[src/rtl/flpm_pkg.sv]
// ----------------------------------------------------------------------------
// Fog and light palette matcher package
// Shared widths, reset values, codes and the controller/datapath link types.
// ----------------------------------------------------------------------------
package flpm_pkg;

  // Field widths of the channels.
  localparam int unsigned IDX_W     = 8;
  localparam int unsigned RGB_W     = 24;
  localparam int unsigned LVL_W     = 6;
  localparam int unsigned CNT_W     = 7;
  localparam int unsigned DIST_W    = 18;
  localparam int unsigned CFG_IDX_W = 2;
  localparam int unsigned CFG_DAT_W = 24;

  // Default palette depth.
  localparam int unsigned PALETTE_SIZE_DEF = 256;

  // Configuration reset values.
  localparam logic [CNT_W-1:0] LIGHT_COUNT_RST = 7'd4;
  localparam logic [CNT_W-1:0] FOG_COUNT_RST   = 7'd4;
  localparam logic [RGB_W-1:0] FOG_RGB_RST     = 24'h799ED7;

  // Input command codes.
  localparam logic CMD_WRITE  = 1'b0;
  localparam logic CMD_LOOKUP = 1'b1;

  // Configuration register indexes.
  localparam logic [CFG_IDX_W-1:0] CFG_LIGHT_COUNT = 2'd0;
  localparam logic [CFG_IDX_W-1:0] CFG_FOG_COUNT   = 2'd1;
  localparam logic [CFG_IDX_W-1:0] CFG_FOG_RGB     = 2'd2;

  // Commands from the controller to the datapath.
  typedef struct packed {
    logic accept;      // input transaction taken this cycle
    logic coef_load;   // latch source color and blend weights
    logic mul;         // form the two channel products
    logic div_load;    // load the rounding divider
    logic div_step;    // one restoring division step
    logic scan_issue;  // read the next palette entry for the search
    logic out_load;    // load the result register
  } flpm_cmd_t;

  // Status from the datapath to the controller.
  typedef struct packed {
    logic lookup;      // pending input is a lookup
    logic level_err;   // a captured level is not below its count
    logic div_last;    // final division step of a channel
    logic chan_last;   // current channel is the last one
    logic issue_last;  // last palette entry is being read
    logic scan_done;   // last distance is being compared
    logic out_free;    // result register can take a new result
  } flpm_status_t;

endpackage

[src/rtl/flpm_ctrl.sv]
// ----------------------------------------------------------------------------
// Fog and light palette matcher controller
// Sequences level check, per-channel blend and division, and palette search.
// ----------------------------------------------------------------------------
module flpm_ctrl import flpm_pkg::*; (
  input  logic         clk_i,
  input  logic         rst_ni,
  input  logic         in_valid_i,
  output logic         in_ready_o,
  input  flpm_status_t status_i,
  output flpm_cmd_t    ctrl_o
);

  typedef enum logic [7:0] {
    S_IDLE   = 8'b0000_0001,
    S_CHECK  = 8'b0000_0010,
    S_MUL    = 8'b0000_0100,
    S_LOAD   = 8'b0000_1000,
    S_DIV    = 8'b0001_0000,
    S_SCAN   = 8'b0010_0000,
    S_DRAIN  = 8'b0100_0000,
    S_FINISH = 8'b1000_0000
  } state_e;

  state_e state_q, state_d;

  // Next state and command decode.
  always_comb begin
    state_d    = state_q;
    ctrl_o     = '0;
    in_ready_o = 1'b0;
    case (state_q)
      S_IDLE: begin
        in_ready_o    = 1'b1;
        ctrl_o.accept = in_valid_i;
        if (in_valid_i && status_i.lookup) begin
          state_d = S_CHECK;
        end
      end
      S_CHECK: begin
        if (status_i.level_err) begin
          state_d = S_FINISH;
        end else begin
          ctrl_o.coef_load = 1'b1;
          state_d          = S_MUL;
        end
      end
      S_MUL: begin
        ctrl_o.mul = 1'b1;
        state_d    = S_LOAD;
      end
      S_LOAD: begin
        ctrl_o.div_load = 1'b1;
        state_d         = S_DIV;
      end
      S_DIV: begin
        ctrl_o.div_step = 1'b1;
        if (status_i.div_last) begin
          state_d = status_i.chan_last ? S_SCAN : S_MUL;
        end
      end
      S_SCAN: begin
        ctrl_o.scan_issue = 1'b1;
        if (status_i.issue_last) begin
          state_d = S_DRAIN;
        end
      end
      S_DRAIN: begin
        if (status_i.scan_done) begin
          state_d = S_FINISH;
        end
      end
      S_FINISH: begin
        if (status_i.out_free) begin
          ctrl_o.out_load = 1'b1;
          state_d         = S_IDLE;
        end
      end
      default: begin
        state_d = S_IDLE;
      end
    endcase
  end

  // State register.
  always_ff @(posedge clk_i or negedge rst_ni) begin
    if (!rst_ni) begin
      state_q <= S_IDLE;
    end else begin
      state_q <= state_d;
    end
  end

endmodule

[config.mk]
export PLATFORM = sky130hd
export DESIGN_NAME = flpm_ctrl
export DESIGN_NICKNAME = d
export VERILOG_FILES = /design/src/rtl/flpm_pkg.sv /design/src/rtl/flpm_ctrl.sv
export SDC_FILE = /design/constraint.sdc
export NUM_CORES = 1
export LEC_CHECK = 0
export BUFFER_PORTS_ARGS = -buffer_cell sky130_fd_sc_hd__buf_4
export CAP_MARGIN = 0
export CORE_AREA = 2 2 39 41
export CTS_CLUSTER_DIAMETER = 60
export CTS_CLUSTER_SIZE = 30
export DETAILED_ROUTE_END_ITERATION = 10
export DIE_AREA = 0 0 41 43
export PLACE_DENSITY = 0.69
export RECOVER_POWER = 25
export SKIP_CTS_REPAIR_TIMING = 1
export SLEW_MARGIN = 20
export SYNTH_ARGS = -nofsm -noshare
export SYNTH_HDL_FRONTEND = slang
export SYNTH_SLANG_ARGS = --single-unit
[constraint.sdc]
create_clock -name clk_i -period 2.18 [get_ports clk_i]
set_clock_uncertainty 0.05 [all_clocks]
set_input_delay 0.327 -clock clk_i [delete_from_list [all_inputs] [get_ports clk_i]]
set_output_delay 0.327 -clock clk_i [all_outputs]
set_load 0.05 [all_outputs]
# Yosys cells after proc, flatten, opt, wreduce, memory -nomap -nowiden

Cells that the tools add are included.

Register bits after elaboration: 8
Input bits: 10
Output and inout bits: 8
Word-level logic and storage cells: 34

Eq/ne operators: 13
Multiplexer cells: 18
Reductions and logical operators: 2

Operators by type and width:

| operator                                            | number |
|---|---|
| one-hot mux 8 bit (8 select lines)                  | 1 |
| two-way mux 8 bit                                   | 6 |
| two-way mux 1 bit                                   | 10 |
| inequality test 2 bit, second input constant        | 5 |
| equality test 8 x 1 -> 1 bit, second input constant | 1 |
| equality test 8 x 2 -> 1 bit, second input constant | 1 |
| equality test 8 x 3 -> 1 bit, second input constant | 1 |
| equality test 8 x 4 -> 1 bit, second input constant | 1 |
| equality test 8 x 5 -> 1 bit, second input constant | 1 |
| equality test 8 x 6 -> 1 bit, second input constant | 1 |
| equality test 8 x 7 -> 1 bit, second input constant | 1 |
| equality test 8 bit, second input constant          | 1 |
| two-way mux 6 bit                                   | 1 |
| AND reduction 5 bit                                 | 1 |
| logical AND 1 bit                                   | 1 |

# Longest topological paths before layout

Depth after elaboration: 3
Gate-level depth with buffers: 4
Gate-level depth less buffers: 4

# Worst setup path after synthesis

No wires, ideal clock.

Path type: flip-flop to flip-flop
Start: register state_q[6]
End: register state_q[2]
Setup time: 69 ps
Arrival time: 1906 ps
Required time: 2061 ps
Slack: 155 ps
Cell stages (with the launch flop): 5
Path buffers: 0
Clock period less this slack: 2025 ps
Cells stage by stage: dfrtp_1 nor4_4 nand3_1 nor2_1 o221a_1

Cells in the longest elaborated chain, start to end: 3
Elaborated cells on any way between the ends: 15
Classes of those cells: eq/ne: 13; mux: 1; reduce/logical: 1

Ends and longest elaborated chain:

| what                                                 | line            | text |
|---|---|---|
| from (decl)                                          | flpm_ctrl.sv:25 | `state_e state_q, state_d;` |
| from (signal assigned)                               | flpm_ctrl.sv:90 | `state_q <= state_d;` |
| equality test 8 x 1 -> 1 bit (tied with other cells) | flpm_ctrl.sv:32 | `case (state_q)` |
| inequality test 2 bit (no source line)               | --              |  |
| AND reduction 5 bit (no source line)                 | --              |  |

Parallel ways exist; a longest one is shown, timed or not.
A chain may end at the register's enable or synchronous reset.

# Worst setup path in the final report

Start: register state_q[0]
End: output in_ready_o

Cells in the longest elaborated chain, start to end: 2

Ends and longest elaborated chain:

| what                         | line            | text |
|---|---|---|
| equality test 8 x 1 -> 1 bit | flpm_ctrl.sv:32 |  |
| two-way mux 1 bit            | flpm_ctrl.sv:32 |  |
| to (decl)                    | flpm_ctrl.sv:9  | `output logic in_ready_o,` |

No other way between the ends.

==> metrics.cfg <==
[critical_path]
critical_path_class=register to output port
reg2reg_slack_ps=580
cp.depth=3
r2r-start=state_q[0]$_DFFE_PN1P_
cp-endpoint=in_ready_o
cp_slowest_cell=dfstp_2
worstSetupEndpointType=output port
cp_cell_sequence=nor4b_1 -> and2_1 -> buf_4
worst_setup_path_start_kind=register
critPathArrivalTime_ps=1670
required_ps=1800
path_delay_family=simple AND/OR/NAND/NOR gates
worst_path_largest_cell_delay_ps=580
worstReg2RegEnd=state_q[2]$_DFFE_PN0P_
crit_path_max_fanout=5
cp_num_buf_inv=1
r2r_cells=4
crit_start=state_q[0]$_DFFE_PN1P_

[clock_network]
clk_latency_ps=270
clk_path_buf_depth=2
path_clk_slew_ps=60
cts_buffers=3
cts.sinks=8
root_buffer=clkbuf_4
tritoncts=yes
htree_levels=1

[job]
drv_cap=0

[sta]
drv_slew=0
hold_viol=0
fin_tns_setup_ps=0
grt_setup_unrepaired=false
relSlewSlack_pct=67.5
period_needed_ps=2050
setup_viol=0
worst_pin_slew_ps=488
finalCritPeriodShare_pct=94.1
clock.fmax_ghz=0.488
hold_ws_ps=191

[route]
via_count=516
wl_um=1220
drc_errors=0
drt_pre_antenna_iters=4
ant_nets=0
vias_per_cell=5.43
routedWlPerCell_um=12.8
drt-initial-drc-count=16

[floorplan]
core-area_mm2=0.00138
io_pins=18
fp.dieH_um=43
start_util_pct=38.8
rows=14
die_area_mm2=0.00176
die_w_um=41

[global_route]
antenna_found_initial=0
grt_max_degree=9
overflow=0
use_met1_pct=23.0
met3_usage_pct=3.66
busiest_layer=met1
grt_use_total_pct=17.0
grtUsageMet2_pct=22.8
grt_pass1_wl_um=1950
grt_pass1_vias=441

[placement]
gp_congestion=0.774
port_buffers=17
placed_cells=90
dpl.hpwl_um=953

[yosys]
synthTopCellsByArea=dfrtp_1 33%, nor4_4 7.9%, nor2_1 5.6%
synthCells=57
synth_top_family_by_area=simple AND/OR/NAND/NOR gates
synth-xor-area-share_pct=3.26
yosys_warnings=0
synthAdderAreaFrac_pct=0
ys_ff_latch=8
synth-simple-area-share_pct=44.3
synth_fp_nets=67
yosysTopAreaCellShare_pct=32.6
synth_compound_area_share_pct=12.1
ys_seq_area_share_pct=37.5
syn_avg_cell_area_um2=9.42
synthesis.area_um2=537
synth_top_area_cell=dfrtp_1
synth.distinct_cells=26
muxShareOfSynthArea_pct=0

[final_layout]
area_delta_synth_final_pct=33.6
top_register=state_q
largest_register_ffs=8
fillCellCount=134
drive_above_1_share_pct=32.9
final_common_cell=buf_4
fin_nets=90
seqCellArea_um2=201
final_cell_mix=16 x buf_4, 8 x nor2_1, 7 x dfrtp_1, 5 x nand2_1, 4 x nand3_1
multiInputGateArea_um2=320
fin_cells=95
top_regs=state_q: 8 flops
num_antenna_cells=0

[power]
powerDensity_mw_per_mm2=812
vdd_drop_max_mv=0.430
p_int_mw=0.342
netSwitchingFraction_pct=41.3
netSwitchingPower_mw=0.240
p_leak_nw=0.340
pwr-share-seq_pct=33.4
combPwrFrac_pct=43.8
pwr-share-clk_pct=22.8

[min_path]
hp-class=primary input to register

[run_status]
status=finished, final reports clean

## area by class of cell
| type | count | share of cell area [%] |
|---|---|---|
| timing repair buffer | 18 | 18.7 |
| multi-input combinational | 45 | 44.7 |
| sequential | 8 | 28.1 |
| inverter | 4 | 2.09 |
| clock buffer | 4 | 3.66 |
| tap | 16 | 2.79 |
## power groups by stage
stage | combinational, mW | sequential [mW] | clock, mW
after floorplan | 0.188 | 0.194 | 0
after global placement | 0.255 | 0.197 | 0
after detailed placement | 0.254 | 0.197 | 0
after CTS | 0.255 | 0.195 | 0.133
after global routing | 0.273 | 0.198 | 0.140
final | 0.255 | 0.195 | 0.133
## cell usage after synthesis, drive strengths merged
library cell,instances
o31ai,1
dfstp,1
nor3,1
o22ai,3
nand3,4
and4b,3
and3,3
inv,4
dfrtp,7
o221ai,1
o31a,1
nand4b,1
nor4,2
nor2,8
and2b,1
o21ai,1
nand2,5
xnor2,2
and2,2
nor2b,2
nand2b,1
nor4b,1
nand4,1
o221a,1
## cell families (layout without fill, tap and decap cells)
family / Yosys count / count (layout)
buffers and inverters: 4 / 26
and+or+nand+nor: 35 / 35
DFF: 8 / 8
AOI/OAI and AO/OA: 8 / 8
xor gates and xnor gates: 2 / 2
## through the flow
step | setup slack, ps | power [mW] | cell area [um^2] | util (%)
3_3_place_gp | 396 | 0.452 | 684 | 49.5
4_1_cts | 127 | 0.583 | 711 | 51.4
6_report | 129 | 0.582 | 717 | 51.8
5_1_grt | 2.76 | 0.611 | 717 | 51.8
3_5_place_dp | 414 | 0.451 | 684 | 49.5
2_1_floorplan | 155 | 0.381 | 537 | -
## metal layers
layer  up-vias  share of wire [%]
li1        258                  -
met1       236                 42
met2        18                 47
met3         4                7.2
met4         0                3.3
met5         -                  0
## how the worst min path moves through the flow
stage | from | to | slack, ps | cells after the start
CTS | rst_ni | state_q[2]$_DFFE_PN0P_ | -180 | 1
finish | status_i[1] | state_q[6]$_DFFE_PN0P_ | 190 | 2
floorplan | rst_ni | state_q[1]$_DFFE_PN0P_ | -20 | 0
global placement | rst_ni | state_q[5]$_DFFE_PN0P_ | 110 | 1
detailed placement | rst_ni | state_q[5]$_DFFE_PN0P_ | 110 | 1
global route | status_i[1] | state_q[6]$_DFFE_PN0P_ | 200 | 2
No activity file was read; power rests on OpenSTA's default activity.
